`src/hdl/plgp_pkg.sv`:
```
// Shared types and constants for the pallet layer grid placer.
// Used by the divider, controller, datapath and top level; depends on nothing.
package plgp_pkg;

  // Largest number of boxes allowed along one pallet axis (range 1 to 8).
  localparam int MAX_PER_AXIS = 8;

  // Position tables and loop counters are sized for the largest allowed axis.
  localparam int IDX_W     = 3;
  localparam int POS_DEPTH = 1 << IDX_W;

  localparam int DIM_W   = 12;
  localparam int TYPE_W  = 16;
  localparam int COUNT_W = 24;

  // Shared divider: 16-bit dividend, 12-bit divisor, two quotient bits a cycle.
  localparam int DVD_W     = 16;
  localparam int DIV_STEPS = DVD_W / 2;
  localparam int DIV_CNT_W = $clog2(DIV_STEPS);

  localparam int S_TDATA_W = 56;
  localparam int M_TDATA_W = 104;
  localparam int M_TUSER_W = 2;

  localparam logic [DIM_W-1:0] PALLET_LENGTH_RST = 12'd1200;
  localparam logic [DIM_W-1:0] PALLET_WIDTH_RST  = 12'd800;

  typedef enum logic {
    REG_PALLET_LENGTH = 1'b0,
    REG_PALLET_WIDTH  = 1'b1
  } reg_idx_t;

  // Which group of divisions the datapath is feeding to the divider.
  typedef enum logic [1:0] {
    PH_FIT  = 2'd0,
    PH_POSX = 2'd1,
    PH_POSY = 2'd2
  } phase_t;

  // Fit divisions, selected by the low bits of the loop counter.
  localparam logic [1:0] FIT_NXO = 2'd0;
  localparam logic [1:0] FIT_NYO = 2'd1;
  localparam logic [1:0] FIT_NXR = 2'd2;
  localparam logic [1:0] FIT_NYR = 2'd3;

  typedef enum logic [3:0] {
    ST_IDLE,
    ST_FIT_START,
    ST_FIT_WAIT,
    ST_MUL_O,
    ST_MUL_R,
    ST_CHOOSE,
    ST_DECIDE,
    ST_PX_START,
    ST_PX_WAIT,
    ST_PY_START,
    ST_PY_WAIT,
    ST_EMIT,
    ST_SPECIAL
  } state_t;

  typedef struct packed {
    logic   load_in;
    logic   clr_idx;
    logic   inc_idx;
    logic   div_start;
    phase_t phase;
    logic   mul_orig;
    logic   mul_rot;
    logic   choose;
    logic   emit_load;
    logic   special_load;
  } ctrl_cmd_t;

  typedef struct packed {
    logic div_done;
    logic idx_last;
    logic empty;
    logic overflow;
    logic out_free;
    logic emit_last;
  } ctrl_stat_t;

endpackage

```
`src/hdl/pallet_layer_grid_placer_top.sv`:
```
// Order of work: 4 fit divisions, then the count, compare and decision steps;
// a special result then goes to the output register once that register is free.
// A placed layer adds one division per position on each axis (up to 16), then one
// placement per cycle while the output is taken.
// Throughput: one box type at a time, paced by the shared divider.
// Reset (rst, synchronous, active high) clears control and loads a 1200 by 800 pallet.
module pallet_layer_grid_placer_top (
  input  logic                            clk,
  input  logic                            rst,
  // Configuration write channel; index 0 pallet_length, 1 pallet_width.
  input  logic                            cfg_valid,
  output logic                            cfg_ready,
  input  plgp_pkg::reg_idx_t              cfg_index,
  input  logic [plgp_pkg::DIM_W-1:0]      cfg_data,
  // Input box types.
  input  logic                            s_axis_tvalid,
  output logic                            s_axis_tready,
  // s_axis_tdata, lowest bit up: box_length[11:0], box_width[23:12],
  // box_height[35:24], type_index[51:36], zero padding[55:52].
  input  logic [plgp_pkg::S_TDATA_W-1:0]  s_axis_tdata,
  // Output placements.
  output logic                            m_axis_tvalid,
  input  logic                            m_axis_tready,
  // m_axis_tdata, lowest bit up: pos_x[11:0], pos_y[23:12], size_x[35:24],
  // size_y[47:36], size_z[59:48], box_type[75:60], rotated[76],
  // layer_count[100:77], zero padding[103:101].
  output logic [plgp_pkg::M_TDATA_W-1:0]  m_axis_tdata,
  // m_axis_tuser, lowest bit up: empty_res[0], overflow[1].
  output logic [plgp_pkg::M_TUSER_W-1:0]  m_axis_tuser,
  // m_axis_tlast marks the final placement of a box type.
  output logic                            m_axis_tlast
);
  import plgp_pkg::*;

  ctrl_cmd_t  cmd;
  ctrl_stat_t stat;

  // Configuration writes are always taken; they must arrive only while idle, which the block itself does not enforce.
  assign cfg_ready = 1'b1;

  // The controller accepts a new box type only in its idle state. The final
  // placement of the previous type may still be waiting in the output
  // register at that time, so the two sides are decoupled by that register.
  plgp_ctrl u_ctrl (
    .clk           (clk),
    .rst           (rst),
    .s_axis_tvalid (s_axis_tvalid),
    .s_axis_tready (s_axis_tready),
    .stat          (stat),
    .cmd           (cmd)
  );

  // The datapath computes the fit counts for both orientations, picks the
  // better grid, tabulates the evenly spread positions on each axis and
  // streams out one placement per box, x index outer and y index inner.
  plgp_datapath u_dp (
    .clk           (clk),
    .rst           (rst),
    .cfg_valid     (cfg_valid),
    .cfg_index     (cfg_index),
    .cfg_data      (cfg_data),
    .s_axis_tdata  (s_axis_tdata),
    .cmd           (cmd),
    .stat          (stat),
    .m_axis_tvalid (m_axis_tvalid),
    .m_axis_tready (m_axis_tready),
    .m_axis_tdata  (m_axis_tdata),
    .m_axis_tuser  (m_axis_tuser),
    .m_axis_tlast  (m_axis_tlast)
  );

endmodule

```
`src/hdl/plgp_div.sv`:
```
// Iterative unsigned divider, restoring, two quotient bits per cycle.
// Depends on plgp_pkg for widths.
module plgp_div (
  input  logic                        clk,
  input  logic                        rst,
  input  logic                        start,
  input  logic [plgp_pkg::DVD_W-1:0]  dividend,
  input  logic [plgp_pkg::DIM_W-1:0]  divisor,
  output logic                        done,
  output logic [plgp_pkg::DVD_W-1:0]  quotient
);
  import plgp_pkg::*;

  logic                 busy;
  logic [DIV_CNT_W-1:0] cnt;
  logic [DIM_W-1:0]     rem;
  logic [DIM_W-1:0]     dsr;
  logic [DVD_W-1:0]     qsh;

  logic [DIM_W:0]   trial1;
  logic [DIM_W:0]   trial2;
  logic [DIM_W-1:0] rem1;
  logic [DIM_W-1:0] rem_next;
  logic             qbit1;
  logic             qbit2;

  always_comb begin
    trial1 = {rem, qsh[DVD_W-1]};
    qbit1  = (trial1 >= {1'b0, dsr});
    rem1   = qbit1 ? DIM_W'(trial1 - {1'b0, dsr}) : trial1[DIM_W-1:0];
    trial2 = {rem1, qsh[DVD_W-2]};
    qbit2  = (trial2 >= {1'b0, dsr});
    rem_next = qbit2 ? DIM_W'(trial2 - {1'b0, dsr}) : trial2[DIM_W-1:0];
  end

  always_ff @(posedge clk) begin
    if (rst) begin
      busy <= 1'b0;
      done <= 1'b0;
      cnt  <= '0;
    end else begin
      done <= 1'b0;
      if (start) begin
        busy <= 1'b1;
        cnt  <= '0;
      end else if (busy) begin
        cnt <= cnt + DIV_CNT_W'(1);
        if (cnt == DIV_CNT_W'(DIV_STEPS - 1)) begin
          busy <= 1'b0;
          done <= 1'b1;
        end
      end
    end
  end

  always_ff @(posedge clk) begin
    if (start) begin
      rem <= '0;
      dsr <= divisor;
      qsh <= dividend;
    end else if (busy) begin
      rem <= rem_next;
      qsh <= {qsh[DVD_W-3:0], qbit1, qbit2};
    end
  end

  assign quotient = qsh;

endmodule

```
`src/hdl/plgp_ctrl.sv`:
```
// Controller state machine of the pallet layer grid placer.
// Sequences the datapath through command and status structs from plgp_pkg.
module plgp_ctrl (
  input  logic                   clk,
  input  logic                   rst,
  input  logic                   s_axis_tvalid,
  output logic                   s_axis_tready,
  input  plgp_pkg::ctrl_stat_t   stat,
  output plgp_pkg::ctrl_cmd_t    cmd
);
  import plgp_pkg::*;

  state_t state;
  state_t state_next;

  always_ff @(posedge clk) begin
    if (rst) begin
      state <= ST_IDLE;
    end else begin
      state <= state_next;
    end
  end

  always_comb begin
    state_next = state;
    unique case (state)
      ST_IDLE:      if (s_axis_tvalid) state_next = ST_FIT_START;
      ST_FIT_START: state_next = ST_FIT_WAIT;
      ST_FIT_WAIT:  if (stat.div_done) state_next = stat.idx_last ? ST_MUL_O : ST_FIT_START;
      ST_MUL_O:     state_next = ST_MUL_R;
      ST_MUL_R:     state_next = ST_CHOOSE;
      ST_CHOOSE:    state_next = ST_DECIDE;
      ST_DECIDE:    state_next = (stat.empty || stat.overflow) ? ST_SPECIAL : ST_PX_START;
      ST_PX_START:  state_next = ST_PX_WAIT;
      ST_PX_WAIT:   if (stat.div_done) state_next = stat.idx_last ? ST_PY_START : ST_PX_START;
      ST_PY_START:  state_next = ST_PY_WAIT;
      ST_PY_WAIT:   if (stat.div_done) state_next = stat.idx_last ? ST_EMIT : ST_PY_START;
      ST_EMIT:      if (stat.out_free && stat.emit_last) state_next = ST_IDLE;
      ST_SPECIAL:   if (stat.out_free) state_next = ST_IDLE;
      default:      state_next = ST_IDLE;
    endcase
  end

  always_comb begin
    cmd           = '0;
    cmd.phase     = PH_FIT;
    s_axis_tready = 1'b0;
    unique case (state)
      ST_IDLE: begin
        s_axis_tready = 1'b1;
        cmd.load_in   = s_axis_tvalid;
        cmd.clr_idx   = s_axis_tvalid;
      end
      ST_FIT_START: cmd.div_start = 1'b1;
      ST_FIT_WAIT:  cmd.inc_idx = stat.div_done;
      ST_MUL_O:     cmd.mul_orig = 1'b1;
      ST_MUL_R:     cmd.mul_rot = 1'b1;
      ST_CHOOSE:    cmd.choose = 1'b1;
      ST_DECIDE:    cmd.clr_idx = !(stat.empty || stat.overflow);
      ST_PX_START: begin
        cmd.phase     = PH_POSX;
        cmd.div_start = 1'b1;
      end
      ST_PX_WAIT: begin
        cmd.phase   = PH_POSX;
        cmd.inc_idx = stat.div_done;
        cmd.clr_idx = stat.div_done && stat.idx_last;
      end
      ST_PY_START: begin
        cmd.phase     = PH_POSY;
        cmd.div_start = 1'b1;
      end
      ST_PY_WAIT: begin
        cmd.phase   = PH_POSY;
        cmd.inc_idx = stat.div_done;
        cmd.clr_idx = stat.div_done && stat.idx_last;
      end
      ST_EMIT:    cmd.emit_load = stat.out_free;
      ST_SPECIAL: cmd.special_load = stat.out_free;
      default: begin
        cmd = '0;
      end
    endcase
  end

endmodule

```
`src/hdl/plgp_datapath.sv`:
```
// Datapath of the pallet layer grid placer: registers, shared divider and
// multiplier, position tables and output register. Depends on plgp_pkg, plgp_div.
module plgp_datapath (
  input  logic                            clk,
  input  logic                            rst,
  input  logic                            cfg_valid,
  input  plgp_pkg::reg_idx_t              cfg_index,
  input  logic [plgp_pkg::DIM_W-1:0]      cfg_data,
  input  logic [plgp_pkg::S_TDATA_W-1:0]  s_axis_tdata,
  input  plgp_pkg::ctrl_cmd_t             cmd,
  output plgp_pkg::ctrl_stat_t            stat,
  output logic                            m_axis_tvalid,
  input  logic                            m_axis_tready,
  output logic [plgp_pkg::M_TDATA_W-1:0]  m_axis_tdata,
  output logic [plgp_pkg::M_TUSER_W-1:0]  m_axis_tuser,
  output logic                            m_axis_tlast
);
  import plgp_pkg::*;

  logic [DIM_W-1:0] pallet_length;
  logic [DIM_W-1:0] pallet_width;

  logic [DIM_W-1:0]  bl, bw, bh;
  logic [TYPE_W-1:0] ty;
  logic [DIM_W-1:0]  nxo, nyo, nxr, nyr;
  logic [COUNT_W-1:0] co, cr;
  logic               rot;
  logic [DIM_W-1:0]   nx, ny, sx, sy;
  logic [COUNT_W-1:0] cnt;

  logic [IDX_W-1:0] idx;
  logic [IDX_W-1:0] ex, ey;
  logic [DIM_W-1:0] xpos [POS_DEPTH];
  logic [DIM_W-1:0] ypos [POS_DEPTH];

  logic [DVD_W-1:0] dvd;
  logic [DIM_W-1:0] dvs;
  logic             div_done;
  logic [DVD_W-1:0] quo;
  logic [DIM_W-1:0] q12;

  logic [IDX_W:0]   nxm1, nym1, nm1;
  logic [DIM_W-1:0] span;
  logic [DVD_W-2:0] pprod;
  logic [DVD_W-1:0] pnum;
  logic [DIM_W-1:0] mul_a, mul_b;

  logic               empty_flag;
  logic               ovf_flag;
  logic               out_free;
  logic               emit_last;

  logic [DIM_W-1:0]   o_pos_x, o_pos_y, o_size_x, o_size_y, o_size_z;
  logic [TYPE_W-1:0]  o_type;
  logic               o_rot;
  logic [COUNT_W-1:0] o_cnt;
  logic               o_empty, o_ovf, o_last;

  // Configuration registers.
  always_ff @(posedge clk) begin
    if (rst) begin
      pallet_length <= PALLET_LENGTH_RST;
      pallet_width  <= PALLET_WIDTH_RST;
    end else if (cfg_valid) begin
      unique case (cfg_index)
        REG_PALLET_LENGTH: pallet_length <= cfg_data;
        REG_PALLET_WIDTH:  pallet_width  <= cfg_data;
        default: ;
      endcase
    end
  end

  // Axis counts minus one; only meaningful once the grid fits the limit.
  assign nxm1 = nx[IDX_W:0] - (IDX_W+1)'(1);
  assign nym1 = ny[IDX_W:0] - (IDX_W+1)'(1);

  // Spread position numerator 2*i*(F-d) + N-1 for the axis being worked on.
  always_comb begin
    if (cmd.phase == PH_POSY) begin
      span = pallet_width - sy;
      nm1  = nym1;
    end else begin
      span = pallet_length - sx;
      nm1  = nxm1;
    end
    pprod = {{(DVD_W-1-IDX_W){1'b0}}, idx} * {{(DVD_W-1-DIM_W){1'b0}}, span};
    pnum  = {pprod, 1'b0} + {{(DVD_W-IDX_W-1){1'b0}}, nm1};
  end

  always_comb begin
    dvd = '0;
    dvs = '0;
    case (cmd.phase)
      PH_FIT: begin
        case (idx[1:0])
          FIT_NXO: begin dvd = {{(DVD_W-DIM_W){1'b0}}, pallet_length}; dvs = bl; end
          FIT_NYO: begin dvd = {{(DVD_W-DIM_W){1'b0}}, pallet_width};  dvs = bw; end
          FIT_NXR: begin dvd = {{(DVD_W-DIM_W){1'b0}}, pallet_length}; dvs = bw; end
          default: begin dvd = {{(DVD_W-DIM_W){1'b0}}, pallet_width};  dvs = bl; end
        endcase
      end
      PH_POSX, PH_POSY: begin
        dvd = pnum;
        dvs = {{(DIM_W-IDX_W-2){1'b0}}, nm1, 1'b0};
      end
      default: begin
        dvd = '0;
        dvs = '0;
      end
    endcase
  end

  plgp_div u_div (
    .clk      (clk),
    .rst      (rst),
    .start    (cmd.div_start),
    .dividend (dvd),
    .divisor  (dvs),
    .done     (div_done),
    .quotient (quo)
  );

  // A zero divisor means zero boxes on that axis, or a lone box at zero.
  assign q12 = (dvs == '0) ? '0 : quo[DIM_W-1:0];

  always_ff @(posedge clk) begin
    if (cmd.load_in) begin
      bl <= s_axis_tdata[DIM_W-1:0];
      bw <= s_axis_tdata[2*DIM_W-1:DIM_W];
      bh <= s_axis_tdata[3*DIM_W-1:2*DIM_W];
      ty <= s_axis_tdata[3*DIM_W+TYPE_W-1:3*DIM_W];
    end
    if (div_done) begin
      case (cmd.phase)
        PH_FIT: begin
          case (idx[1:0])
            FIT_NXO: nxo <= q12;
            FIT_NYO: nyo <= q12;
            FIT_NXR: nxr <= q12;
            default: nyr <= q12;
          endcase
        end
        PH_POSX: xpos[idx] <= q12;
        PH_POSY: ypos[idx] <= q12;
        default: ;
      endcase
    end
    if (cmd.mul_orig) co <= mul_a * mul_b;
    if (cmd.mul_rot)  cr <= mul_a * mul_b;
    if (cmd.choose) begin
      if (cr > co) begin
        rot <= 1'b1; nx <= nxr; ny <= nyr; sx <= bw; sy <= bl; cnt <= cr;
      end else begin
        rot <= 1'b0; nx <= nxo; ny <= nyo; sx <= bl; sy <= bw; cnt <= co;
      end
    end
  end

  // One shared 12 by 12 multiplier for both grid counts.
  assign mul_a = cmd.mul_rot ? nxr : nxo;
  assign mul_b = cmd.mul_rot ? nyr : nyo;

  // Loop counters: idx walks divisions, ex and ey walk the placements.
  always_ff @(posedge clk) begin
    if (rst) begin
      idx <= '0;
      ex  <= '0;
      ey  <= '0;
    end else begin
      if (cmd.clr_idx) begin
        idx <= '0;
        ex  <= '0;
        ey  <= '0;
      end else begin
        if (cmd.inc_idx) idx <= idx + IDX_W'(1);
        if (cmd.emit_load) begin
          if ({1'b0, ey} == nym1) begin
            ey <= '0;
            ex <= ex + IDX_W'(1);
          end else begin
            ey <= ey + IDX_W'(1);
          end
        end
      end
    end
  end

  assign empty_flag = (cnt == '0);
  assign ovf_flag   = (nx > DIM_W'(MAX_PER_AXIS)) || (ny > DIM_W'(MAX_PER_AXIS));
  assign out_free   = !m_axis_tvalid || m_axis_tready;
  assign emit_last  = ({1'b0, ex} == nxm1) && ({1'b0, ey} == nym1);

  always_comb begin
    stat.div_done  = div_done;
    stat.empty     = empty_flag;
    stat.overflow  = ovf_flag;
    stat.out_free  = out_free;
    stat.emit_last = emit_last;
    case (cmd.phase)
      PH_POSX: stat.idx_last = ({1'b0, idx} == nxm1);
      PH_POSY: stat.idx_last = ({1'b0, idx} == nym1);
      default: stat.idx_last = (idx[1:0] == FIT_NYR);
    endcase
  end

  // Output register.
  always_ff @(posedge clk) begin
    if (rst) begin
      m_axis_tvalid <= 1'b0;
    end else if (cmd.emit_load || cmd.special_load) begin
      m_axis_tvalid <= 1'b1;
    end else if (m_axis_tready) begin
      m_axis_tvalid <= 1'b0;
    end
  end

  always_ff @(posedge clk) begin
    if (cmd.emit_load || cmd.special_load) begin
      o_size_x <= sx;
      o_size_y <= sy;
      o_size_z <= bh;
      o_type   <= ty;
      o_rot    <= rot;
      o_cnt    <= cnt;
    end
    if (cmd.emit_load) begin
      o_pos_x <= xpos[ex];
      o_pos_y <= ypos[ey];
      o_empty <= 1'b0;
      o_ovf   <= 1'b0;
      o_last  <= emit_last;
    end else if (cmd.special_load) begin
      o_pos_x <= '0;
      o_pos_y <= '0;
      o_empty <= empty_flag;
      o_ovf   <= !empty_flag;
      o_last  <= 1'b1;
    end
  end

  assign m_axis_tdata = {3'b000, o_cnt, o_rot, o_type, o_size_z, o_size_y, o_size_x,
                         o_pos_y, o_pos_x};
  assign m_axis_tuser = {o_ovf, o_empty};
  assign m_axis_tlast = o_last;

endmodule

```
`config.mk`:
```
export PLATFORM = sky130hd
export DESIGN_NAME = pallet_layer_grid_placer_top
export DESIGN_NICKNAME = d
export VERILOG_FILES = /design/src/hdl/plgp_pkg.sv /design/src/hdl/pallet_layer_grid_placer_top.sv /design/src/hdl/plgp_div.sv /design/src/hdl/plgp_ctrl.sv /design/src/hdl/plgp_datapath.sv
export SDC_FILE = /design/constraint.sdc
export NUM_CORES = 1
export LEC_CHECK = 0
export BUFFER_PORTS_ARGS = -buffer_cell sky130_fd_sc_hd__buf_2
export CORE_MARGIN = 2
export CORE_UTILIZATION = 30
export CTS_CLUSTER_SIZE = 25
export DETAILED_ROUTE_END_ITERATION = 8
export PLACE_DENSITY = 0.53
export SETUP_SLACK_MARGIN = 0.4
export SLEW_MARGIN = 20
export SYNTH_ARGS = -nofsm -noshare
export SYNTH_HDL_FRONTEND = slang
export SYNTH_HIERARCHICAL = 1
export SYNTH_SLANG_ARGS = --single-unit
```
`constraint.sdc`:
```
create_clock -name clk -period 9.8 [get_ports clk]
set_clock_uncertainty 0.1 [all_clocks]
set_input_delay 0.49 -clock clk [delete_from_list [all_inputs] [get_ports clk]]
set_output_delay 0.49 -clock clk [all_outputs]
set_load 0.05 [all_outputs]
```
; ---- Yosys cells after proc, flatten, opt, wreduce, memory -nomap -nowiden
; Memories as Yosys holds them, arrays and structs flattened. A register that Yosys moved wholly into a read port is not among the register bits.
; Index checks and enable logic that the tools add are counted.
[totals]
reg_bits = 408
latch_bits = 0
ramBits = 192
rom_bits = 0
input_bits = 74
out_inout_bits = 110
elab_cells = 193
n_memories = 2
[mem_list]
columns = memory, depth, width, rd, rd_ports_with_merged_regs, wr, line_no
row1 = u_dp.xpos, 8, 12, 1, 1, 1, plgp_datapath.sv:33  ; logic [DIM_W-1:0] xpos [POS_DEPTH];
row2 = u_dp.ypos, 8, 12, 1, 1, 1, plgp_datapath.sv:34  ; logic [DIM_W-1:0] ypos [POS_DEPTH];
[op_classes]
add_sub_neg = 11
multipliers = 2
div = 0
order_cmp = 5
eq_ne = 28
shifts = 0
mux = 64
bitwise = 3
reduce_logical = 38
[ops]
columns = operator, count
row1 = $mux W12, 15
row2 = $pmux W4 S13, 1
row3 = $sub A12 B12 Y12, 4
row4 = $mux W4, 9
row5 = $mux W16, 2
row6 = $pmux W16 S2, 1
row7 = $ge A13 B12 Y1, 2
row8 = $gt A12 B4 Y1 const B, 2
row9 = $gt A24 B24 Y1, 1
row10 = $logic_not A24 Y1, 1
row11 = $mul A12 B12 Y24, 1
row12 = $mux W1, 24
row13 = $mux W24, 1
row14 = $pmux W12 S2, 1
row15 = $eq A4 B4 Y1 const B, 5
row16 = $add A16 B4 Y16, 1
row17 = $eq A3 B4 Y1, 4
row18 = $eq A4 B3 Y1 const B, 4
row19 = $reduce_or A2 Y1, 8
row20 = $mul A3 B12 Y15, 1
row21 = $mux W3, 5
row22 = $add A3 B1 Y3 const B, 4
row23 = $logic_not A12 Y1, 1
row24 = $reduce_and A3 Y1, 4
row25 = other kinds (22), 49

; ---- Depth between registers and ports, before layout
; Gate-level depths: netlist (run 1).
[logic_depth]
ltp_word = 9
ltp_mapped = 26
mapped_depth_nobuf = 24

; ---- Modules after synthesis
; The synthesis (run 1) kept the hierarchy.
[modules_own_cells]
columns = mod, instances, cells_each, area_per_inst_um2
row1 = plgp_datapath, 1, 2076, 28531.1
row2 = plgp_div, 1, 322, 3144.3
row3 = plgp_ctrl, 1, 70, 520.5
row4 = pallet_layer_grid_placer_top, 1, 2, 11.3

; ---- Least setup slack after synthesis (run 1)
; OpenSTA, ideal clock, no wires.
[synth_timing]
path_kind = flip-flop to flip-flop
from = reg u_ctrl.state[2]
to = reg u_dp.co[17], data pin
setup_ns = 0.264
t_arrival_ns = 7.392
setup_slack_ns = 2.044
path_stages_with_launch = 25
path_buffers = 2
period_less_slack_ns = 7.756
cell_sequence = dfxtp_1 or2b_1 nor2_1 clkbuf_1 buf_1 mux2i_1 nor2_1 fa_1 inv_1 fa_1 inv_1 fa_1 fa_1 inv_1 fa_1 inv_1 ha_1 nor4_1 o21ai_0 o21a_1 a21o_1 a21o_1 a21oi_1 o21ai_0 xnor2_1
[synth_rtl]
columns = item, line_no
row1 = start: declaration, plgp_ctrl.sv:13  ; state_t state;
row2 = start signal: assignment, plgp_ctrl.sv:20  ; state <= state_next;
row3 = end signal: assignment, plgp_datapath.sv:148  ; if (cmd.mul_orig) co <= mul_a * mul_b;
row4 = end: declaration, plgp_datapath.sv:26  ; logic [COUNT_W-1:0] co, cr;

==> flow_metrics.env, run 1 <==
export IMPL_clockBufferDepth=3
export IMPL_dp_cells=3996
export IMPL_grt_pass1_vias=20284
export IMPL_multi_input_area_um2=13300
export IMPL_core_rowCount=120
export IMPL_period_share=0.7989
export IMPL_synth_edf_count=543
export IMPL_ys_seq_area_frac=0.5454
export IMPL_wl_met2_mm=38.45
export IMPL_critPathArrivalTime_ns=8.08
export IMPL_synth_top_area_frac=0.5063
export IMPL_hold_viol_final=0
export IMPL_hp_start="cfg_data[4]"
export IMPL_path_common_cell="fa_1"
export IMPL_core_area_um2=106800
export IMPL_tightest_slew_ns=1.025
export IMPL_dr_wl_met3_mm=3.010
export IMPL_p_per_area_nw_per_um2=307.5
export IMPL_leakage_nw=14.27
export IMPL_finalNetCount=3080
export IMPL_status="completed"
export IMPL_hold_class="primary input to flip-flop"
export IMPL_setup_tns_ns=0
export IMPL_worstSetupStartpointType="flip-flop"
export IMPL_cpMaxStageDelayCell="mux2i_1"
export IMPL_vias=19604
export IMPL_cts_repair_resized=0
export IMPL_crit_chain="or2b_1 > nor2_4 > mux2i_1 > nor2_1 > fa_1 > inv_1 > fa_1 > inv_1 > fa_1 > fa_1 > inv_1 > fa_1 > inv_1 > ha_1 > nor4_1 > o21ai_0 > o21a_1 > o41ai_1 > or3_1 > nand3_1 > a21oi_1 > xnor2_1"
export IMPL_worstSkewPairLatency_ns=0.62
export IMPL_cap_viol_max_count=0
export IMPL_cts_made_buffers=68
export IMPL_synthArstFlopShare=0
export IMPL_initialDrtViolationCount=1113
export IMPL_startpoint="u_ctrl/state[2]"
export IMPL_drt_wl_total_mm=76.57
export IMPL_synth_top_cell_by_area="edfxtp_1"
export IMPL_r2r_start="u_ctrl/state[2]"
export IMPL_num_fill_cells=10409
export IMPL_p_int_mw=7.209
export IMPL_ys_warn_count=6
export IMPL_holdWs_ns=0.03669
export IMPL_antenna_cells=0
export IMPL_post_cts_buffers=0
export IMPL_ys_ff_latch=606
export IMPL_antenna_found_initial=4
export IMPL_netlist_area_um2=32210
export IMPL_synth_commonest_cells="edfxtp_1, inv_1, nand2_1, ha_1, nor2_1"
export IMPL_drv_slew=0
export IMPL_swShare=0.3765
export IMPL_synth_cells=2470
export IMPL_critical_path_required_ns=10.05
export IMPL_fin_cells=4181
export IMPL_clock_sinks=606
export IMPL_clkPwrFrac=0.227
export IMPL_synth_most_common_cell="edfxtp_1"
export IMPL_grt_overflow_total=0
export IMPL_synthTopCellsByArea="edfxtp_1, fa_1, ha_1, mux2_2, dfxtp_1"
export IMPL_cts_root_buffer="clkbuf_16"
export IMPL_dp_hpwl_mm=53.88
export IMPL_clk_pin_slew_ns=0.06
export IMPL_post_synth_cell_area_avg_um2=13.04
export IMPL_vdd_drop_max_v=0.0003463
export IMPL_drt_met1_wl_mm=33.50
export IMPL_critPathBufInv=4
export IMPL_place_gp_congestion=0.7986
export IMPL_drc=0
export IMPL_ff_latch_area_um2=17570
export IMPL_grt_max_degree=74
export IMPL_seqPwrFrac=0.327
export IMPL_rsz0062_at_grt="false"
export IMPL_final_area_um2=37610
export IMPL_die_area_um2=110000
export IMPL_die_height_um=331.7
export IMPL_grt_pass1_wl_mm=118.6
export IMPL_drive_gt1_frac=0.1861
export IMPL_finish_utilization=0.3523
export IMPL_p_switching_mw=4.353
export IMPL_io_buffers=175
export IMPL_placed_area_um2=34700
export IMPL_io_pin_count=184
export IMPL_die_width_um=331.7
export IMPL_antenna_left=0
export IMPL_pwr_share_comb=0.446
export IMPL_clock_fmax_ghz=0.1277
export IMPL_path_max_fanout=29
export IMPL_start_util=0.3017
export IMPL_drt_first_pass_iters=7
export IMPL_crit_type="flip-flop to flip-flop"
export IMPL_highest_layer="met4"
export IMPL_setup_viol_count_final=0
export IMPL_cts_tree="yes"
export IMPL_area_growth_pct=16.76
export IMPL_synth_flop_cell="edfxtp_1"
export IMPL_htreeDepth=3
export IMPL_cp_top_family="adder cells"
export IMPL_track_usage=0.1390
export IMPL_cpPeakStageDelay_ns=0.79
export IMPL_wl_per_cell_um=18.31
export IMPL_post_route_min_period_ns=7.829
export IMPL_ys_types=89
export IMPL_routed_via_density=4.689
export IMPL_end_kind="flip-flop"
export IMPL_slew_headroom=0.3157
## cell families (layout without fill, tap and decap cells)
logic type | count (synthesis) | count (layout) | synth area share
adder cells (fa/ha/maj) | 280 | 280 | 0.1358
flip-flops | 606 | 606 | 0.5454
multiplexers | 241 | 241 | 0.09836
AO/OA/AOI/OAI | 291 | 291 | 0.06045
other | 2 | 4 | 0.0002332
XOR/XNOR | 92 | 92 | 0.02502
AND/OR/NAND/NOR | 620 | 620 | 0.09137
buffers and inverters | 338 | 644 | 0.04332
## cell usage in the layout, fill, tap and decap left out, drive strengths merged, types with 47 or more instances in the layout
| cell type | instances |
|---|---|
| xnor2 | 57 |
| a21oi | 94 |
| dlygate4sd3 | 62 |
| edfxtp | 543 |
| mux4 | 48 |
| nor2 | 164 |
| fa | 116 |
| inv | 252 |
| dfxtp | 63 |
| clkbuf | 80 |
| mux2i | 72 |
| ha | 164 |
| nand2 | 221 |
| mux2 | 121 |
| o21ai | 47 |
| buf | 213 |
## registers in the layout (all words and copies together), names as in the netlist, 16 cells and up, named ones only
signal               cells
u_dp/ty                 16
u_dp/cnt                24
u_dp/u_div/quotient     16
u_dp/xpos               96
u_dp/o_cnt              24
u_dp/o_type             16
u_dp/ypos               96
u_dp/co                 24
u_dp/cr                 24
## through the flow
stage / power [mW] / setup slack (ns)
floorplan: 7.706 / 2.044
global placement: 9.039 / 1.955
detailed placement: 9.059 / 1.950
CTS: 11.77 / 1.910
global route: 12.47 / 1.557
finish: 11.56 / 1.971
## cell type report
type	count	share of cell area
inverter	247	0.02472
clock buffer	80	0.04728
tap	1403	0.04668
sequential	606	0.4671
multi-input combinational	1528	0.3535
clock inverter	42	0.01294
timing repair buffer	275	0.04771
## final timing paths
| path | cells past startpoint | slack (ns) | end |
|---|---|---|---|
| worst min-delay path | 3 | 0.04 | u_dp/pallet_length[4] |
| worst max-delay path | 22 | 1.97 | u_dp/co[21] |
| worst min register to register | 0 | 0.32 | u_dp/o_type[5] |
| worst max register to register | 22 | 1.97 | u_dp/co[21] |
## repair_timing
action                                 CTS  global route
hold buffers                            62             0
setup endpoints to repair                0             0
endpoints found under the hold margin   66             0
## layer usage
layer | track usage | vias to the layer above
li1 | - | 9337
met1 | 0.1752 | 9830
met2 | 0.2447 | 341
met3 | 0.02259 | 96
met4 | 0.04032 | 0
met5 | 0 | -
## power groups by stage
| stage | sequential [mW] | combinational, mW | clock (mW) |
|---|---|---|---|
| finish | 3.78 | 5.16 | 2.62 |
| global route | 3.81 | 5.86 | 2.80 |
| CTS | 3.78 | 5.28 | 2.70 |
| detailed placement | 3.84 | 5.22 | 0 |
| global placement | 3.83 | 5.21 | 0 |
| floorplan | 3.83 | 3.87 | 0 |
## worst min-delay path, delay by kind of cell
family | cells | cell delay [ns]
and+or+nand+nor | 2 | 0.12
buffers and inverters | 1 | 0.11
(Power assumes the default switching activity.)
==> inputs of run 2 (changes only) <==
==> constraint.sdc (replaced) <==
create_clock -name clk -period 7.4 [get_ports clk]
set_clock_uncertainty 0.1 [all_clocks]
set_input_delay 0.37 -clock clk [delete_from_list [all_inputs] [get_ports clk]]
set_output_delay 0.37 -clock clk [all_outputs]
set_load 0.05 [all_outputs]
==> run 2 against run 1 <==
  * Highest routed layer unchanged
  * Sequential power is 31% higher
  * Non-clock buffer count grew 10
  * Utilization increased by 0.13 points
  * Via count did not move
  * Setup slack got worse by 1.1 ns
  * Critical path depth up 1
  * Combinational power rose by 33%
  * Flip-flop and latch count stayed put
  * Die area stayed put
  * Critical path type unchanged
==> flow_metrics.env, run 2 (synthesized netlist as in run 1, its figures left out) <==
export IMPL_status="completed"
export IMPL_cts_made_buffers=69
export IMPL_tightest_slew_ns=0.9807
export IMPL_final_cell_mix="edfxtp_1, inv_1, nand2_1"
export IMPL_drv_slew=0
export IMPL_ff_latch_area_um2=17570
export IMPL_end_kind="flip-flop"
export IMPL_slew_headroom=0.3462
export IMPL_cap_viol_max_count=0
export IMPL_die_width_um=331.7
export IMPL_power_mw=15.30
export IMPL_hold_viol_final=0
export IMPL_setup_tns_ns=0
export IMPL_io_buffers=175
export IMPL_grt_max_degree=62
export IMPL_vias=19604
export IMPL_start_util=0.3017
export IMPL_hold_class="primary input to flip-flop"
export IMPL_antenna_cells=0
export IMPL_rsz0062_at_grt="false"
export IMPL_clk_pin_slew_ns=0.06
export IMPL_vdd_drop_max_v=0.0004997
export IMPL_area_growth_pct=17.18
export IMPL_worstSkewPairLatency_ns=0.64
export IMPL_setup_viol_count_final=0
export IMPL_num_fill_cells=10448
export IMPL_die_area_um2=110000
export IMPL_htreeDepth=3
export IMPL_cts_root_buffer="clkbuf_16"
export IMPL_drc=0
export IMPL_path_max_fanout=39
export IMPL_routed_via_density=4.675
export IMPL_drt_wl_total_mm=75.81
export IMPL_grt_pass1_vias=20165
export IMPL_worstSetupStartpointType="flip-flop"
export IMPL_finalNetCount=3091
export IMPL_drive_gt1_frac=0.1900
export IMPL_antenna_left=0
export IMPL_clock_fmax_ghz=0.1520
export IMPL_multi_input_area_um2=13300
export IMPL_die_height_um=331.7
export IMPL_track_usage=0.1374
export IMPL_core_rowCount=120
export IMPL_critPathArrivalTime_ns=6.86
export IMPL_reg_top3="u_dp/xpos x96, u_dp/ypos x96"
export IMPL_post_route_min_period_ns=6.579
export IMPL_io_pin_count=184
export IMPL_place_gp_congestion=0.8148
export IMPL_reg2regPathDepth=23
export IMPL_r2r_start="u_ctrl/state[2]"
export IMPL_r2r_end="u_dp/cr[17]"
export IMPL_dp_cells=4005
export IMPL_drt_first_pass_iters=5
export IMPL_period_share=0.8890
export IMPL_grt_overflow_total=0
export IMPL_p_per_area_nw_per_um2=405.5
export IMPL_wl_per_cell_um=18.08
export IMPL_crit_path_end="u_dp/cr[17]"
export IMPL_startpoint="u_ctrl/state[2]"
export IMPL_crit_type="flip-flop to flip-flop"
export IMPL_dp_hpwl_mm=53.50
export IMPL_holdWs_ns=0.1655
export IMPL_fin_cells=4193
export IMPL_regToRegSetupSlack_ns=0.82
export IMPL_clockBufferDepth=3
export IMPL_core_area_um2=106800
export IMPL_initialDrtViolationCount=1180
export IMPL_antenna_found_initial=1
export IMPL_clock_sinks=606
export IMPL_cts_tree="yes"
export IMPL_leakage_nw=14.32
export IMPL_grt_pass1_wl_mm=117.5
export IMPL_critical_path_required_ns=7.68
export IMPL_final_common_cell="edfxtp_1"
## run 2: how the worst min path moves through the flow
stage | start | endpoint | cells past startpoint
final | cfg_index | u_dp/pallet_length[11] | 5
after global routing | cfg_index | u_dp/pallet_length[2] | 5
after CTS | cfg_index | u_dp/pallet_length[2] | 5
after detailed placement | u_dp/bh[11] | u_dp/o_size_z[11] | 0
after global placement | u_dp/bh[9] | u_dp/o_size_z[9] | 0
after floorplan | u_dp/rot | u_dp/o_rot | 0
## run 2: timing repair
action,in CTS,in global routing
setup buffers,0,0
setup endpoints to repair,0,2
endpoints found under the hold margin,76,0
hold buffers,64,0
gates resized for setup,0,1
## run 2: cell type report
cell class	count	share of cell area
Clock buffer	79	0.04674
Clock inverter	45	0.01465
Inverter	247	0.02463
Multi-Input combinational cell	1528	0.3523
Sequential cell	606	0.4655
Tap cell	1403	0.04651
Timing Repair Buffer	285	0.04966
## run 2: worst max-delay path: stages (launching register included)
cell and delay (ns):
dfxtp_1 0.32, or2b_1 0.30, nor2_4 0.15, buf_12 0.25, mux2i_1 0.45, nor2_1 0.11, fa_1 0.52, inv_1 0.05
fa_1 0.50, inv_1 0.07, fa_1 0.52, fa_1 0.54, inv_1 0.05, fa_1 0.53, inv_1 0.04, ha_1 0.24
nor4_1 0.29, o21ai_0 0.13, o21a_1 0.22, a21o_1 0.21, a21o_1 0.18, a21oi_1 0.22, o21ai_0 0.15, xnor2_1 0.17
## run 2: layer usage
layer  wire length, µm  part of all wire  track usage
met2             38000              0.50       0.2385
met3              2879             0.038      0.02043
met1             33430              0.44       0.1772
met5                 0                 0            0
met4              1503             0.020      0.03993
## run 2: report_power, final
part	switching [mW]	internal (mW)
clock network	1.44	2.02
registers	0.162	4.81
logic	4.18	2.69
## run 2: metrics by stage
stage | instance area [µm²] | util | setup slack [ns]
after global routing | 37740 | 0.3535 | 0.5250
after CTS | 37730 | 0.3535 | 0.7571
after floorplan | 32220 | - | 0.4636
final | 37740 | 0.3535 | 0.8215
after global placement | 34780 | 0.3258 | 0.8090
after detailed placement | 34780 | 0.3258 | 0.7931
